$ cat src/rtl/ucrr_pkg.sv
`timescale 1ns / 1ps
// ----------------------------------------------------------------------------
// ucrr_pkg
// Shared types, codes and descriptor tables of the endpoint-0 request
// responder.
// ----------------------------------------------------------------------------
package ucrr_pkg;

  localparam int unsigned CFG_W = 32;
  localparam int unsigned CFG_IDX_W = 2;
  localparam int unsigned IN_DATA_W = 64;
  localparam int unsigned OUT_DATA_W = 16;

  // event codes
  localparam logic [1:0] OP_BUS_RESET = 2'd0;
  localparam logic [1:0] OP_SETUP     = 2'd1;
  localparam logic [1:0] OP_IN_DONE   = 2'd2;
  localparam logic [1:0] OP_OUT_DONE  = 2'd3;

  // reply kinds
  localparam logic [1:0] KIND_DATA   = 2'd0;
  localparam logic [1:0] KIND_ZLP    = 2'd1;
  localparam logic [1:0] KIND_STATUS = 2'd2;

  // configuration register indexes
  localparam logic [CFG_IDX_W-1:0] CFG_UID_LOW  = 2'd0;
  localparam logic [CFG_IDX_W-1:0] CFG_UID_MID  = 2'd1;
  localparam logic [CFG_IDX_W-1:0] CFG_UID_HIGH = 2'd2;

  // setup decoding
  localparam logic [4:0] RECIP_DEVICE    = 5'h00;
  localparam logic [4:0] RECIP_INTERFACE = 5'h01;
  localparam logic [1:0] TYPE_STANDARD   = 2'd0;
  localparam logic [1:0] TYPE_CLASS      = 2'd1;
  localparam logic [7:0] REQ_SET_ADDRESS = 8'h05;
  localparam logic [7:0] REQ_GET_DESC    = 8'h06;
  localparam logic [7:0] REQ_SET_CONFIG  = 8'h09;
  localparam logic [7:0] DT_DEVICE       = 8'h01;
  localparam logic [7:0] DT_CONFIG       = 8'h02;
  localparam logic [7:0] DT_STRING       = 8'h03;
  localparam logic [7:0] DT_QUALIFIER    = 8'h06;
  localparam logic [7:0] DT_HID_REPORT   = 8'h22;
  localparam logic [7:0] STR_LANGUAGE    = 8'd0;
  localparam logic [7:0] STR_MAKER       = 8'd1;
  localparam logic [7:0] STR_PRODUCT     = 8'd2;
  localparam logic [7:0] STR_SERIAL      = 8'd3;

  // byte sources
  localparam logic [3:0] SRC_DEVICE  = 4'd0;
  localparam logic [3:0] SRC_CONFIG  = 4'd1;
  localparam logic [3:0] SRC_QUAL    = 4'd2;
  localparam logic [3:0] SRC_LANG    = 4'd3;
  localparam logic [3:0] SRC_REPORT  = 4'd4;
  localparam logic [3:0] SRC_MAKER   = 4'd5;
  localparam logic [3:0] SRC_PRODUCT = 4'd6;
  localparam logic [3:0] SRC_SERIAL  = 4'd7;
  localparam logic [3:0] SRC_ZLP     = 4'd8;
  localparam logic [3:0] SRC_STATUS  = 4'd9;

  localparam logic [5:0] LEN_ONE     = 6'd1;
  localparam logic [5:0] LEN_DEVICE  = 6'd18;
  localparam logic [5:0] LEN_CONFIG  = 6'd41;
  localparam logic [5:0] LEN_QUAL    = 6'd10;
  localparam logic [5:0] LEN_LANG    = 6'd4;
  localparam logic [5:0] LEN_REPORT  = 6'd3;
  localparam logic [5:0] LEN_MAKER   = 6'd38;
  localparam logic [5:0] LEN_PRODUCT = 6'd50;
  localparam logic [5:0] LEN_SERIAL  = 6'd26;

  localparam logic [7:0] HDR_MAKER   = 8'h26;
  localparam logic [7:0] HDR_PRODUCT = 8'h32;
  localparam logic [7:0] HDR_SERIAL  = 8'h1A;

  localparam logic [7:0] TAB_DEVICE [0:17] = '{
    8'h12, 8'h01, 8'h00, 8'h02, 8'h00, 8'h00, 8'h00, 8'h40, 8'h83, 8'h04,
    8'h5A, 8'h57, 8'h00, 8'h02, 8'h01, 8'h02, 8'h03, 8'h01
  };

  localparam logic [7:0] TAB_CONFIG [0:40] = '{
    8'h09, 8'h02, 8'h29, 8'h00, 8'h01, 8'h01, 8'h00, 8'hC0, 8'h32,
    8'h09, 8'h04, 8'h00, 8'h00, 8'h02, 8'h03, 8'h00, 8'h00, 8'h00,
    8'h09, 8'h21, 8'h11, 8'h01, 8'h00, 8'h01, 8'h22, 8'h03, 8'h00,
    8'h07, 8'h05, 8'h81, 8'h03, 8'h02, 8'h00, 8'h05,
    8'h07, 8'h05, 8'h01, 8'h03, 8'h02, 8'h00, 8'h05
  };

  localparam logic [7:0] TAB_QUAL [0:9] = '{
    8'h0A, 8'h06, 8'h00, 8'h02, 8'h00, 8'h00, 8'h00, 8'h40, 8'h01, 8'h00
  };

  localparam logic [7:0] TAB_LANG [0:3] = '{8'h04, 8'h03, 8'h09, 8'h04};

  localparam logic [7:0] TAB_REPORT [0:3] = '{8'hA1, 8'h01, 8'hC0, 8'h00};

  localparam logic [7:0] TXT_MAKER [0:31] = '{
    8'h53, 8'h54, 8'h4D, 8'h69, 8'h63, 8'h72, 8'h6F, 8'h65, 8'h6C,
    8'h65, 8'h63, 8'h74, 8'h72, 8'h6F, 8'h6E, 8'h69, 8'h63, 8'h73,
    8'h00, 8'h00, 8'h00, 8'h00, 8'h00, 8'h00, 8'h00, 8'h00, 8'h00,
    8'h00, 8'h00, 8'h00, 8'h00, 8'h00
  };

  localparam logic [7:0] TXT_PRODUCT [0:31] = '{
    8'h53, 8'h54, 8'h4D, 8'h33, 8'h32, 8'h20, 8'h4C, 8'h65, 8'h61, 8'h72,
    8'h6E, 8'h69, 8'h6E, 8'h67, 8'h20, 8'h49, 8'h6E, 8'h74, 8'h65, 8'h72,
    8'h66, 8'h61, 8'h63, 8'h65, 8'h00, 8'h00, 8'h00, 8'h00, 8'h00, 8'h00,
    8'h00, 8'h00
  };

  typedef struct packed {
    logic accept;
    logic emit;
  } ucrr_cmd_t;

  typedef struct packed {
    logic has_reply;
    logic at_last;
    logic out_free;
  } ucrr_sts_t;

  function automatic logic [7:0] hex_char(input logic [3:0] nib);
    logic [7:0] ch;
    if (nib < 4'd10) begin
      ch = {4'h3, nib};
    end else begin
      ch = {4'h0, nib} + 8'h37;
    end
    return ch;
  endfunction

endpackage

$ cat src/rtl/ucrr_ctrl.sv
`timescale 1ns / 1ps
// ----------------------------------------------------------------------------
// ucrr_ctrl
// Controller: takes one event at a time and steps the datapath through the
// reply words it causes.
// ----------------------------------------------------------------------------
module ucrr_ctrl (
  input  logic                clk,
  input  logic                rst,
  input  logic                in_valid,
  output logic                in_ready,
  input  ucrr_pkg::ucrr_sts_t sts,
  output ucrr_pkg::ucrr_cmd_t cmd
);

  localparam logic ST_IDLE = 1'b0;
  localparam logic ST_RUN  = 1'b1;

  logic state;
  logic state_next;

  always_comb begin
    state_next = state;
    in_ready   = 1'b0;
    cmd        = '0;
    case (state)
      ST_IDLE: begin
        in_ready   = 1'b1;
        cmd.accept = in_valid;
        if (in_valid && sts.has_reply) begin
          state_next = ST_RUN;
        end
      end
      ST_RUN: begin
        if (sts.out_free) begin
          cmd.emit = 1'b1;
          if (sts.at_last) begin
            state_next = ST_IDLE;
          end
        end
      end
      default: state_next = ST_IDLE;
    endcase
  end

  always_ff @(posedge clk) begin
    if (rst) begin
      state <= ST_IDLE;
    end else begin
      state <= state_next;
    end
  end

endmodule

$ cat src/rtl/ucrr_dp.sv
`timescale 1ns / 1ps
// ----------------------------------------------------------------------------
// ucrr_dp
// Datapath: setup decode, address and configuration state, identifier
// registers, descriptor byte generation and the output register.
// ----------------------------------------------------------------------------
module ucrr_dp (
  input  logic                                clk,
  input  logic                                rst,
  input  logic                                cfg_we,
  input  logic [ucrr_pkg::CFG_IDX_W-1:0]      cfg_index,
  input  logic [ucrr_pkg::CFG_W-1:0]          cfg_data,
  input  logic [1:0]                          in_opcode,
  input  logic [ucrr_pkg::IN_DATA_W-1:0]      in_data,
  input  ucrr_pkg::ucrr_cmd_t                 cmd,
  output ucrr_pkg::ucrr_sts_t                 sts,
  output logic                                out_valid,
  input  logic                                out_ready,
  output logic [ucrr_pkg::OUT_DATA_W-1:0]     out_data,
  output logic [1:0]                          out_kind,
  output logic                                out_last
);

  logic [31:0] uid_low;
  logic [31:0] uid_mid;
  logic [31:0] uid_high;
  logic [6:0]  pending_address;
  logic [6:0]  current_address;
  logic        config_done;
  logic [3:0]  src;
  logic [5:0]  len;
  logic [5:0]  idx;

  logic [7:0]  rtype;
  logic [7:0]  code;
  logic [15:0] value;
  logic [15:0] length;
  logic [4:0]  recip;
  logic [1:0]  rkind;
  logic [7:0]  dtype;
  logic        std_device;
  logic [5:0]  config_clip;
  logic [5:0]  report_clip;
  logic        dec_hit;
  logic [3:0]  dec_src;
  logic [5:0]  dec_len;

  logic [31:0] uid_sum;
  logic        blank;
  logic [47:0] hex_word;
  logic [5:0]  j;
  logic [3:0]  digit_rev;
  logic [3:0]  nib;
  logic [7:0]  gen_byte;
  logic [1:0]  gen_kind;

  assign rtype      = in_data[7:0];
  assign code       = in_data[15:8];
  assign value      = in_data[31:16];
  assign length     = in_data[63:48];
  assign recip      = rtype[4:0];
  assign rkind      = rtype[6:5];
  assign dtype      = value[15:8];
  assign std_device = (recip == ucrr_pkg::RECIP_DEVICE) && (rkind == ucrr_pkg::TYPE_STANDARD);
  assign config_clip = (length < 16'(ucrr_pkg::LEN_CONFIG)) ? length[5:0] : ucrr_pkg::LEN_CONFIG;
  assign report_clip = (length < 16'(ucrr_pkg::LEN_REPORT)) ? length[5:0] : ucrr_pkg::LEN_REPORT;

  always_comb begin
    dec_hit = 1'b0;
    dec_src = ucrr_pkg::SRC_ZLP;
    dec_len = ucrr_pkg::LEN_ONE;
    case (in_opcode)
      ucrr_pkg::OP_BUS_RESET: dec_hit = 1'b0;
      ucrr_pkg::OP_SETUP: begin
        if (std_device) begin
          case (code)
            ucrr_pkg::REQ_SET_ADDRESS: dec_hit = 1'b1;
            ucrr_pkg::REQ_SET_CONFIG:  dec_hit = 1'b1;
            ucrr_pkg::REQ_GET_DESC: begin
              case (dtype)
                ucrr_pkg::DT_DEVICE: begin
                  dec_hit = 1'b1;
                  dec_src = ucrr_pkg::SRC_DEVICE;
                  dec_len = ucrr_pkg::LEN_DEVICE;
                end
                ucrr_pkg::DT_CONFIG: begin
                  dec_hit = 1'b1;
                  if (config_clip != 6'd0) begin
                    dec_src = ucrr_pkg::SRC_CONFIG;
                    dec_len = config_clip;
                  end
                end
                ucrr_pkg::DT_STRING: begin
                  dec_hit = 1'b1;
                  case (value[7:0])
                    ucrr_pkg::STR_LANGUAGE: begin
                      dec_src = ucrr_pkg::SRC_LANG;
                      dec_len = ucrr_pkg::LEN_LANG;
                    end
                    ucrr_pkg::STR_MAKER: begin
                      dec_src = ucrr_pkg::SRC_MAKER;
                      dec_len = ucrr_pkg::LEN_MAKER;
                    end
                    ucrr_pkg::STR_PRODUCT: begin
                      dec_src = ucrr_pkg::SRC_PRODUCT;
                      dec_len = ucrr_pkg::LEN_PRODUCT;
                    end
                    ucrr_pkg::STR_SERIAL: begin
                      dec_src = ucrr_pkg::SRC_SERIAL;
                      dec_len = ucrr_pkg::LEN_SERIAL;
                    end
                    default: dec_hit = 1'b0;
                  endcase
                end
                ucrr_pkg::DT_QUALIFIER: begin
                  dec_hit = 1'b1;
                  dec_src = ucrr_pkg::SRC_QUAL;
                  dec_len = ucrr_pkg::LEN_QUAL;
                end
                default: dec_hit = 1'b0;
              endcase
            end
            default: dec_hit = 1'b0;
          endcase
        end else if (recip == ucrr_pkg::RECIP_INTERFACE) begin
          if (rkind == ucrr_pkg::TYPE_STANDARD && code == ucrr_pkg::REQ_GET_DESC &&
              dtype == ucrr_pkg::DT_HID_REPORT) begin
            dec_hit = 1'b1;
            if (report_clip != 6'd0) begin
              dec_src = ucrr_pkg::SRC_REPORT;
              dec_len = report_clip;
            end
          end else if (rkind == ucrr_pkg::TYPE_CLASS) begin
            dec_hit = 1'b1;
          end
        end
      end
      default: begin
        dec_hit = 1'b1;
        dec_src = ucrr_pkg::SRC_STATUS;
      end
    endcase
  end

  assign sts.has_reply = dec_hit;
  assign sts.at_last   = (idx == len - 6'd1);
  assign sts.out_free  = !out_valid || out_ready;

  always_ff @(posedge clk) begin
    if (rst) begin
      uid_low  <= '0;
      uid_mid  <= '0;
      uid_high <= '0;
    end else if (cfg_we) begin
      case (cfg_index)
        ucrr_pkg::CFG_UID_LOW:  uid_low  <= cfg_data;
        ucrr_pkg::CFG_UID_MID:  uid_mid  <= cfg_data;
        ucrr_pkg::CFG_UID_HIGH: uid_high <= cfg_data;
        default: ;
      endcase
    end
  end

  always_ff @(posedge clk) begin
    if (rst) begin
      pending_address <= '0;
      current_address <= '0;
      config_done     <= 1'b0;
    end else if (cmd.accept) begin
      case (in_opcode)
        ucrr_pkg::OP_BUS_RESET: begin
          pending_address <= '0;
          current_address <= '0;
          config_done     <= 1'b0;
        end
        ucrr_pkg::OP_SETUP: begin
          if (std_device && code == ucrr_pkg::REQ_SET_ADDRESS) begin
            pending_address <= value[6:0];
          end
          if (std_device && code == ucrr_pkg::REQ_SET_CONFIG) begin
            config_done <= 1'b1;
          end
        end
        ucrr_pkg::OP_IN_DONE: begin
          if (pending_address != 7'd0) begin
            current_address <= pending_address;
            pending_address <= '0;
          end
        end
        default: ;
      endcase
    end
  end

  always_ff @(posedge clk) begin
    if (cmd.accept) begin
      src <= dec_src;
      len <= dec_len;
      idx <= '0;
    end else if (cmd.emit) begin
      idx <= idx + 6'd1;
    end
  end

  // byte generation
  assign uid_sum   = uid_low + uid_high;
  assign blank     = (uid_sum == 32'd0);
  assign hex_word  = {uid_sum, uid_mid[31:16]};
  assign j         = idx - 6'd2;
  assign digit_rev = 4'd11 - j[4:1];
  assign nib       = hex_word[{digit_rev, 2'b00} +: 4];

  always_comb begin
    gen_kind = ucrr_pkg::KIND_DATA;
    gen_byte = 8'h00;
    case (src)
      ucrr_pkg::SRC_DEVICE: gen_byte = ucrr_pkg::TAB_DEVICE[idx[4:0]];
      ucrr_pkg::SRC_CONFIG: gen_byte = ucrr_pkg::TAB_CONFIG[idx];
      ucrr_pkg::SRC_QUAL:   gen_byte = ucrr_pkg::TAB_QUAL[idx[3:0]];
      ucrr_pkg::SRC_LANG:   gen_byte = ucrr_pkg::TAB_LANG[idx[1:0]];
      ucrr_pkg::SRC_REPORT: gen_byte = ucrr_pkg::TAB_REPORT[idx[1:0]];
      ucrr_pkg::SRC_MAKER: begin
        if (idx == 6'd0) begin
          gen_byte = ucrr_pkg::HDR_MAKER;
        end else if (idx == 6'd1) begin
          gen_byte = ucrr_pkg::DT_STRING;
        end else if (!j[0]) begin
          gen_byte = ucrr_pkg::TXT_MAKER[j[5:1]];
        end
      end
      ucrr_pkg::SRC_PRODUCT: begin
        if (idx == 6'd0) begin
          gen_byte = ucrr_pkg::HDR_PRODUCT;
        end else if (idx == 6'd1) begin
          gen_byte = ucrr_pkg::DT_STRING;
        end else if (!j[0]) begin
          gen_byte = ucrr_pkg::TXT_PRODUCT[j[5:1]];
        end
      end
      ucrr_pkg::SRC_SERIAL: begin
        if (idx == 6'd0) begin
          gen_byte = ucrr_pkg::HDR_SERIAL;
        end else if (idx == 6'd1) begin
          gen_byte = ucrr_pkg::DT_STRING;
        end else if (!j[0] && !blank) begin
          gen_byte = ucrr_pkg::hex_char(nib);
        end
      end
      ucrr_pkg::SRC_ZLP:    gen_kind = ucrr_pkg::KIND_ZLP;
      ucrr_pkg::SRC_STATUS: gen_kind = ucrr_pkg::KIND_STATUS;
      default: gen_kind = ucrr_pkg::KIND_DATA;
    endcase
  end

  // output register
  always_ff @(posedge clk) begin
    if (rst) begin
      out_valid <= 1'b0;
    end else if (cmd.emit) begin
      out_valid <= 1'b1;
    end else if (out_ready) begin
      out_valid <= 1'b0;
    end
  end

  always_ff @(posedge clk) begin
    if (cmd.emit) begin
      out_data <= {config_done, current_address, gen_byte};
      out_kind <= gen_kind;
      out_last <= sts.at_last;
    end
  end

endmodule

$ cat src/rtl/usb_control_request_responder_top.sv
`timescale 1ns / 1ps
// ----------------------------------------------------------------------------
// usb_control_request_responder_top
// Endpoint-0 standard and class request responder with descriptor streaming.
// ----------------------------------------------------------------------------
// The s_axis channel takes one endpoint-0 event per word; s_axis_tuser holds
// the event code. The m_axis channel returns reply words, one per descriptor
// byte or one zero-length / status word, with tlast on the final word of the
// event. The cfg port writes the three unique-identifier registers used for
// the serial string; write only while no event is in flight.
// One event is handled at a time: the event is taken, then its n reply words
// (n up to 50, the product string) leave one per cycle from the output
// register while m_axis_tready does not hold them. Events with no reply (bus
// reset, unknown requests) leave the block ready for the next event. The rate
// is set by the single byte generator that walks the descriptor index. After
// the event is taken, the first reply word enters the output register once
// that register is free. A new event is taken while the last reply word
// still waits in the output register. When m_axis_tready is low the output
// register holds its word and the generator waits. Synchronous reset clears
// the address, configured flag, identifier registers and all handshake state.
// ----------------------------------------------------------------------------
module usb_control_request_responder_top (
  input  logic                                clk,
  input  logic                                rst,
  input  logic                                cfg_we,
  input  logic [ucrr_pkg::CFG_IDX_W-1:0]      cfg_index,
  input  logic [ucrr_pkg::CFG_W-1:0]          cfg_data,
  input  logic                                s_axis_tvalid,
  output logic                                s_axis_tready,
  // setup_type, request_code, request_value, request_index, request_length
  input  logic [ucrr_pkg::IN_DATA_W-1:0]      s_axis_tdata,
  // opcode
  input  logic [1:0]                          s_axis_tuser,
  output logic                                m_axis_tvalid,
  input  logic                                m_axis_tready,
  // data_byte, device_address, configured
  output logic [ucrr_pkg::OUT_DATA_W-1:0]     m_axis_tdata,
  // reply_kind
  output logic [1:0]                          m_axis_tuser,
  output logic                                m_axis_tlast
);

  ucrr_pkg::ucrr_cmd_t cmd;
  ucrr_pkg::ucrr_sts_t sts;

  ucrr_ctrl u_ctrl (
    .clk      (clk),
    .rst      (rst),
    .in_valid (s_axis_tvalid),
    .in_ready (s_axis_tready),
    .sts      (sts),
    .cmd      (cmd)
  );

  ucrr_dp u_dp (
    .clk       (clk),
    .rst       (rst),
    .cfg_we    (cfg_we),
    .cfg_index (cfg_index),
    .cfg_data  (cfg_data),
    .in_opcode (s_axis_tuser),
    .in_data   (s_axis_tdata),
    .cmd       (cmd),
    .sts       (sts),
    .out_valid (m_axis_tvalid),
    .out_ready (m_axis_tready),
    .out_data  (m_axis_tdata),
    .out_kind  (m_axis_tuser),
    .out_last  (m_axis_tlast)
  );

  // the word after the final reply is loaded, a new event can be taken
  a_last_frees_input: assert property (@(posedge clk) disable iff (rst)
    (cmd.emit && sts.at_last) |=> s_axis_tready)
    else $error("input not ready after final reply word");

  // transfer-done events always produce a status word, so the block is busy
  a_done_busy: assert property (@(posedge clk) disable iff (rst)
    (s_axis_tvalid && s_axis_tready &&
     (s_axis_tuser == ucrr_pkg::OP_IN_DONE || s_axis_tuser == ucrr_pkg::OP_OUT_DONE))
    |=> !s_axis_tready)
    else $error("transfer-done event produced no reply");

  // bus reset produces no reply and leaves the block idle
  a_bus_reset_idle: assert property (@(posedge clk) disable iff (rst)
    (s_axis_tvalid && s_axis_tready && s_axis_tuser == ucrr_pkg::OP_BUS_RESET)
    |=> s_axis_tready)
    else $error("bus reset left the block busy");

endmodule

$ cat config.mk
export PLATFORM = sky130hd
export DESIGN_NAME = usb_control_request_responder_top
export DESIGN_NICKNAME = d
export VERILOG_FILES = /design/src/rtl/ucrr_pkg.sv /design/src/rtl/ucrr_ctrl.sv /design/src/rtl/ucrr_dp.sv /design/src/rtl/usb_control_request_responder_top.sv
export SDC_FILE = /design/constraint.sdc
export NUM_CORES = 1
export LEC_CHECK = 0
export BUFFER_PORTS_ARGS = -buffer_cell sky130_fd_sc_hd__buf_2
export CORE_MARGIN = 3
export CORE_UTILIZATION = 50
export CTS_CLUSTER_DIAMETER = 200
export CTS_CLUSTER_SIZE = 14
export DETAILED_ROUTE_END_ITERATION = 8
export PLACE_DENSITY = 0.72
export SLEW_MARGIN = 20
export SYNTH_ARGS = -nofsm -noshare
export SYNTH_HDL_FRONTEND = slang
export SYNTH_SLANG_ARGS = --single-unit
$ cat constraint.sdc
create_clock -name clk -period 4.9 [get_ports clk]
set_input_delay 1.47 -clock clk [delete_from_list [all_inputs] [get_ports clk]]
set_output_delay 1.47 -clock clk [all_outputs]
set_load 0.05 [all_outputs]
==> impl_metrics.json, run 1 <==
{
  "remaining_drc_errors": 0,
  "critPathLaunchType": "flip-flop",
  "cts_resized": 0,
  "syn_area_mm2": 0.00988,
  "finish.instance_area_mm2": 0.0111,
  "grt_max_degree": 53,
  "vias": 10300,
  "hold_class": "reg2reg",
  "reg2reg_slack_ns": 0.55,
  "synth_nets": 1497,
  "drt_iter0_drc": 1045,
  "r2r-start": "u_dp.uid_high[0]$_SDFFE_PP0P_",
  "rows": 50,
  "ys_warn_count": 0,
  "holdPathEnd": "u_dp.out_data[12]$_DFFE_PP_",
  "synth_commonest_cells": "nand2_1 (267), a21oi_1 (178), dfxtp_1 (103)",
  "fin_crit_sh": 0.888,
  "finalHoldViolCount": 0,
  "cts_setup_buffers": 0,
  "clkLatencyLatePin_ns": 0.43,
  "fp.dieW_um": 147,
  "cp.arrival_ns": 4.52,
  "setup_tns_ns": 0,
  "outcome": "finished clean",
  "place_congestion": 0.963,
  "final_nets": 1549,
  "viasPerCell": 6.16,
  "r2r_cells": 15,
  "cts_tree": "yes",
  "cts_hold_buf": 0,
  "p_leak_nw": 4.27,
  "p_per_area_mw_per_mm2": 294,
  "worst_slew_pin_slew_ns": 0.944,
  "min_from": "u_dp.current_address[4]$_SDFFE_PP0P_",
  "antenna_cells": 0,
  "post_synth.cell_area_avg_um2": 7.36,
  "min_period_ns": 4.35,
  "finalNonFillerCells": 1668,
  "portBuffers": 108,
  "cts_buffers": 17,
  "start_util": 0.518,
  "cts-root-buf": "clkbuf_16",
  "total_power_mw": 3.27,
  "dr.pass1.iters": 6,
  "io-pin-count": 126,
  "dpl.cell_count": 1636,
  "critPathKind": "reg2reg",
  "routed_wl_um": 28900,
  "slowest_delay_ns": 0.73,
  "drive_above_1_share": 0.139,
  "cp_max_fo": 4,
  "rsz0062_at_grt": "no",
  "synthCells": 1343,
  "synth_top_area_frac": 0.209,
  "grt_usage": 0.260,
  "timing.rr.end": "u_dp.out_data[2]$_DFFE_PP_",
  "ant_nets": 0,
  "cts_max_path_buffers": 2,
  "crit_slowest_cell": "a2111oi_0",
  "timing.fmax_ghz": 0.230,
  "grt_overflow": 0,
  "n_fill_cell": 1824,
  "hold_path_depth": 0,
  "antenna_found_initial": 0,
  "yosysMostFrequentCell": "nand2_1",
  "cpMostUsedCell": "o31ai_1",
  "coreArea_mm2": 0.0191,
  "synth_seq_cells": 132,
  "synth_area_leaders": "dfxtp_1 (21%), nand2_1 (10%), a21oi_1 (9.0%), edfxtp_1 (8.8%), ha_1 (6.1%)",
  "yosysTopAreaCell": "dfxtp_1",
  "relSlewSlack": 0.366,
  "fin_skew_ns": 0.00613,
  "die-area_mm2": 0.0215,
  "grt_pass1_wl_um": 47000,
  "grt_pass1_vias": 9261,
  "worstPathCellList": "ha_1 -> fa_1 -> a211oi_1 -> o21ai_0 -> nand3_1 -> nand3b_1 -> o31ai_1 -> o32ai_1 -> a2111oi_0 -> or2_2 -> ha_1 -> inv_1 -> o31ai_1 -> o31a_1 -> o31ai_1",
  "hpwl_um": 20800,
  "critPathCaptureType": "flip-flop",
  "yosysUniqueCellTypes": 90,
  "synth-edff-count": 29,
  "synthArstFlopShare": 0,
  "maxCapViolations": 0,
  "cts.htree.levels": 4,
  "drv_slew": 0,
  "placed_cell_area_mm2": 0.0105,
  "ys_seq_area_frac": 0.297,
  "clock-sinks": 132,
  "ys.flop_type": "dfxtp_1",
  "crit_required_ns": 5.07,
  "fin_hold_ws_ns": 0.434,
  "post_drt_wl_per_cell_um": 17.3,
  "die_y_um": 147,
  "ir_worst_vdd_v": 0.000211,
  "setup_viol": 0,
  "syn_to_final_growth_pct": 12.5,
  "clk_pin_slew_worst_paths_ns": 0.06
}
==> cell type report <==
type	instances	area (um2)	area share
Clock buffer	18	429	0.0386
Inverter	29	109	0.00979
Multi-Input combinational cell	1092	6500	0.584
Sequential cell	132	2930	0.264
Timing Repair Buffer	123	653	0.0587
Clock inverter	14	174	0.0156
Tap cell	260	325	0.0292
==> worst max-delay path: cells and delay by family, from the launching register on <==
kind | cells | cell delay [ns]
simple gates | 3 | 0.56
flops | 1 | 0.31
fa+ha+maj | 3 | 0.78
buf+inv | 1 | 0.06
compound gates | 8 | 2.36
==> cell usage in the layout, fill, tap and decap left out, types with 5 or more instances in the layout <==
cell type and count:
a2111oi_0 8, a211oi_1 16, a21o_1 15, a21oi_1 178, a221oi_1 5, a22oi_1 6, a31oi_1 18, a32oi_1 7
and2_1 6, and3_1 8, and4_1 6, buf_2 108, buf_4 15, clkbuf_16 17, dfxtp_1 103, edfxtp_1 29
ha_1 48, inv_1 28, mux2i_1 10, nand2_1 267, nand2b_1 13, nand3_1 40, nand4_1 29, nor2_1 96
nor2b_1 10, nor3_1 33, nor3b_1 6, nor4_1 14, o2111ai_1 5, o211ai_1 14, o21a_1 6, o21ai_0 57
o21bai_1 5, o22ai_1 9, o31ai_1 10, or2_2 11, or3_1 9, or4_1 5, xnor2_1 13, xor2_1 20
==> state kept, by name, summed over array words and instances, names as in the netlist, 4 cells and up <==
name / cells
u_dp.uid_high: 32
u_dp.uid_low: 32
u_dp.out_data: 16
u_dp.uid_mid: 16
u_dp.current_address: 7
u_dp.pending_address: 7
u_dp.idx: 6
u_dp.len: 6
u_dp.src: 4
==> cells by family (layout without fill, tap and decap cells) <==
family          count (synthesis)  after routing  synth area share
fa+ha+maj                      49             49            0.0628
simple gates                  581            581             0.276
xor+xnor                       34             34            0.0301
flops                         132            132             0.297
compound gates                413            413             0.267
mux                            15             15            0.0204
buf+inv                       119            184            0.0471
==> routing by layer <==
layer / up-vias / track usage / share of wire
li1: 5009 / - / -
met2: 430 / 0.405 / 0.45
met3: 48 / 0.0459 / 0.069
met4: 0 / 0.0701 / 0.019
met1: 4782 / 0.373 / 0.46
met5: - / 0 / 0
==> worst max path at each step <==
| stage | start | to | slack [ns] | cells past startpoint |
|---|---|---|---|---|
| 2_1_floorplan | u_dp.idx[1]$_SDFFE_PP0P_ | u_dp.out_data[1]$_DFFE_PP_ | 1.22 | 14 |
| 3_3_place_gp | u_dp.uid_high[0]$_SDFFE_PP0P_ | u_dp.out_data[2]$_DFFE_PP_ | 0.71 | 15 |
| 3_5_place_dp | u_dp.uid_high[0]$_SDFFE_PP0P_ | u_dp.out_data[2]$_DFFE_PP_ | 0.69 | 15 |
| 4_1_cts | u_dp.uid_high[0]$_SDFFE_PP0P_ | u_dp.out_data[2]$_DFFE_PP_ | 0.65 | 15 |
| 5_1_grt | u_dp.uid_high[0]$_SDFFE_PP0P_ | u_dp.out_data[2]$_DFFE_PP_ | 0.40 | 15 |
| 6_report | u_dp.uid_high[0]$_SDFFE_PP0P_ | u_dp.out_data[2]$_DFFE_PP_ | 0.55 | 15 |
==> stage by stage <==
stage	utilization	worst slack, ns
finish	0.583	0.550
global route	0.583	0.397
CTS	0.582	0.650
detailed placement	0.551	0.690
global placement	0.551	0.709
floorplan	-	1.22
==> report_power, final <==
group / total, mW / internal [mW] / switching (mW)
Combinational: 0.758 / 0.260 / 0.498
Sequential: 1.18 / 1.15 / 0.0325
Clock: 1.33 / 0.806 / 0.527
Total: 3.27 / 2.22 / 1.06
No activity file was read; power rests on OpenSTA's default activity.
==> run 2, diff against run 1 <==
--- a/config.mk
+++ b/config.mk
@@ -14,2 +14,3 @@
 export PLACE_DENSITY = 0.72
+export RECOVER_POWER = 100
 export SLEW_MARGIN = 20
--- a/constraint.sdc
+++ b/constraint.sdc
@@ -3,2 +3,2 @@
 set_output_delay 1.47 -clock clk [all_outputs]
-set_load 0.05 [all_outputs]
+set_load 0.005 [all_outputs]
==> run 2 against run 1 <==
The run now ends with max-capacitance violations, max-slew violations left. Register-to-register slack lost 0.06 ns. Clock power about the same. Routed wire length fell by 0.11%. Power fell by 1.1%. Sequential power is essentially flat. Via count up 0.12%. Setup slack got worse by 0.065 ns. Maximum frequency decreased by 1.5%. First-iteration DRC count shrank 2.1%. Sequential share of layout area is 0.080 points higher. Clock skew about the same. Combinational power down 4.5%. Largest cell class unchanged.
==> impl_metrics.json, run 2 (synthesized netlist as in run 1, its figures left out) <==
{
  "outcome": "finished, violations left",
  "violations": "max-capacitance violations, max-slew violations",
  "die_y_um": 147,
  "setup_tns_ns": 0,
  "min_period_ns": 4.41,
  "coreArea_mm2": 0.0191,
  "final_nets": 1549,
  "cts-root-buf": "clkbuf_16",
  "critPathLaunchType": "flip-flop",
  "critPathTopFamily": "compound AO/OA/AOI/OAI gates",
  "cts.htree.levels": 4,
  "worstPathCellList": "ha_1 -> fa_1 -> a211oi_1 -> o21ai_0 -> nand3_1 -> nand3b_1 -> o31ai_1 -> o32ai_1 -> a2111oi_0 -> or2_2 -> ha_1 -> and2_4 -> o41ai_1",
  "hold_class": "reg2reg",
  "ant_nets": 0,
  "timing.fmax_ghz": 0.227,
  "viasPerCell": 6.16,
  "fp.dieW_um": 147,
  "grt_usage": 0.260,
  "post_drt_wl_per_cell_um": 17.3,
  "holdPathEnd": "u_dp.out_data[12]$_DFFE_PP_",
  "antenna_cells": 0,
  "cts_setup_buffers": 0,
  "cpMostUsedCell": "ha_1",
  "finalHoldViolCount": 0,
  "worst_slew_pin_slew_ns": 2.07,
  "final_cell_mix": "nand2_1 (267), a21oi_1 (178), dfxtp_1 (103)",
  "clkLatencyLatePin_ns": 0.43,
  "vias": 10300,
  "antenna_found_initial": 0,
  "crit_buf_inv": 0,
  "p_leak_nw": 4.23,
  "grt_overflow": 0,
  "slowest_delay_ns": 0.73,
  "drv_slew": 47,
  "rows": 50,
  "min_from": "u_dp.current_address[4]$_SDFFE_PP0P_",
  "crit_cells": 13,
  "critPathKind": "reg2reg",
  "drt_iter0_drc": 1023,
  "hpwl_um": 20800,
  "timing.rr.end": "u_dp.out_data[1]$_DFFE_PP_",
  "p_per_area_mw_per_mm2": 292,
  "cts_resized": 0,
  "cts_hold_buf": 0,
  "n_fill_cell": 1836,
  "place_congestion": 0.963,
  "remaining_drc_errors": 0,
  "grt_pass1_vias": 9261,
  "drive_above_1_share": 0.129,
  "grt_max_degree": 53,
  "fin_skew_ns": 0.00587,
  "dr.pass1.iters": 6,
  "final_common_cell": "nand2_1",
  "die-area_mm2": 0.0215,
  "cp_max_fo": 4,
  "crit_required_ns": 5.09,
  "fin_crit_sh": 0.901,
  "hold_path_depth": 0,
  "reg2reg_slack_ns": 0.49,
  "total_power_mw": 3.24,
  "routed_wl_um": 28800,
  "start_util": 0.518,
  "io-pin-count": 126,
  "cts_tree": "yes",
  "clk_pin_slew_worst_paths_ns": 0.06,
  "grt_pass1_wl_um": 47000,
  "r2r_cells": 13,
  "crit_slowest_cell": "a2111oi_0",
  "clock-sinks": 132,
  "r2r-start": "u_dp.uid_high[0]$_SDFFE_PP0P_",
  "syn_to_final_growth_pct": 12.2,
  "cts_max_path_buffers": 2,
  "critPathCaptureType": "flip-flop",
  "top_regs": "u_dp.uid_high x32, u_dp.uid_low x32",
  "rsz0062_at_grt": "no",
  "maxCapViolations": 1,
  "cp.arrival_ns": 4.61,
  "relSlewSlack": -0.383,
  "setup_viol": 0,
  "ir_worst_vdd_v": 0.000211,
  "cts_buffers": 17,
  "portBuffers": 108
}
## run 2: cell count changes in the layout (fill, tap and decap cells not counted), sizes merged
cell,previous run,this run
buf,123,110
clkbuf,18,31
## run 2: layout make-up
class                   instances  area (um2)  area share
clock buffers                  18         429      0.0387
clock inverters                14         174      0.0157
inverters                      29         109     0.00982
multi-input cells            1092        6480       0.585
flip-flops and latches        132        2930       0.265
well taps                     260         325      0.0293
repair buffers                123         633      0.0571
## run 2: routing by layer
metal  track usage  share of wire  up-vias
li1              -              -     5012
met1         0.373           0.46     4775
met2         0.405           0.45      457
met3        0.0459          0.077       37
met4        0.0701          0.016        0
met5             0              0        -
## run 2: worst reg2reg max path: stages (launching register included)
cell	delay (ns)
dfxtp_1	0.31
ha_1	0.23
fa_1	0.43
a211oi_1	0.34
o21ai_0	0.31
nand3_1	0.15
nand3b_1	0.19
o31ai_1	0.33
o32ai_1	0.18
a2111oi_0	0.73
or2_2	0.24
ha_1	0.23
and2_4	0.14
o41ai_1	0.40
## run 2: how the worst max path moves through the flow
| stage | from | end | slack [ns] |
|---|---|---|---|
| 3_3_place_gp | u_dp.uid_high[0]$_SDFFE_PP0P_ | u_dp.out_data[2]$_DFFE_PP_ | 0.71 |
| 3_5_place_dp | u_dp.uid_high[0]$_SDFFE_PP0P_ | u_dp.out_data[2]$_DFFE_PP_ | 0.69 |
| 4_1_cts | u_dp.uid_high[0]$_SDFFE_PP0P_ | u_dp.out_data[2]$_DFFE_PP_ | 0.65 |
| 2_1_floorplan | u_dp.idx[1]$_SDFFE_PP0P_ | u_dp.out_data[1]$_DFFE_PP_ | 1.22 |
| 6_report | u_dp.uid_high[0]$_SDFFE_PP0P_ | u_dp.out_data[1]$_DFFE_PP_ | 0.49 |
| 5_1_grt | u_dp.uid_high[5]$_SDFFE_PP0P_ | u_dp.out_data[1]$_DFFE_PP_ | 0.30 |
## run 2: power by group
part	switching, mW	total [mW]	leakage, nW	internal [mW]
logic	0.467	0.724	2.82	0.258
clock network	0.527	1.33	0.295	0.806
registers	0.0318	1.18	1.11	1.15
## run 2: per-stage QoR
stage | setup WS [ns] | instances | hold slack, ns | util | instance area (um2)
floorplan | 1.22 | 1343 | 0.408 | - | 9880
global placement | 0.709 | 1636 | 0.413 | 0.551 | 10500
detailed placement | 0.690 | 1636 | 0.418 | 0.551 | 10500
CTS | 0.650 | 1668 | 0.434 | 0.582 | 11100
global route | 0.298 | 1668 | 0.444 | 0.581 | 11100
finish | 0.486 | 1668 | 0.434 | 0.581 | 11100
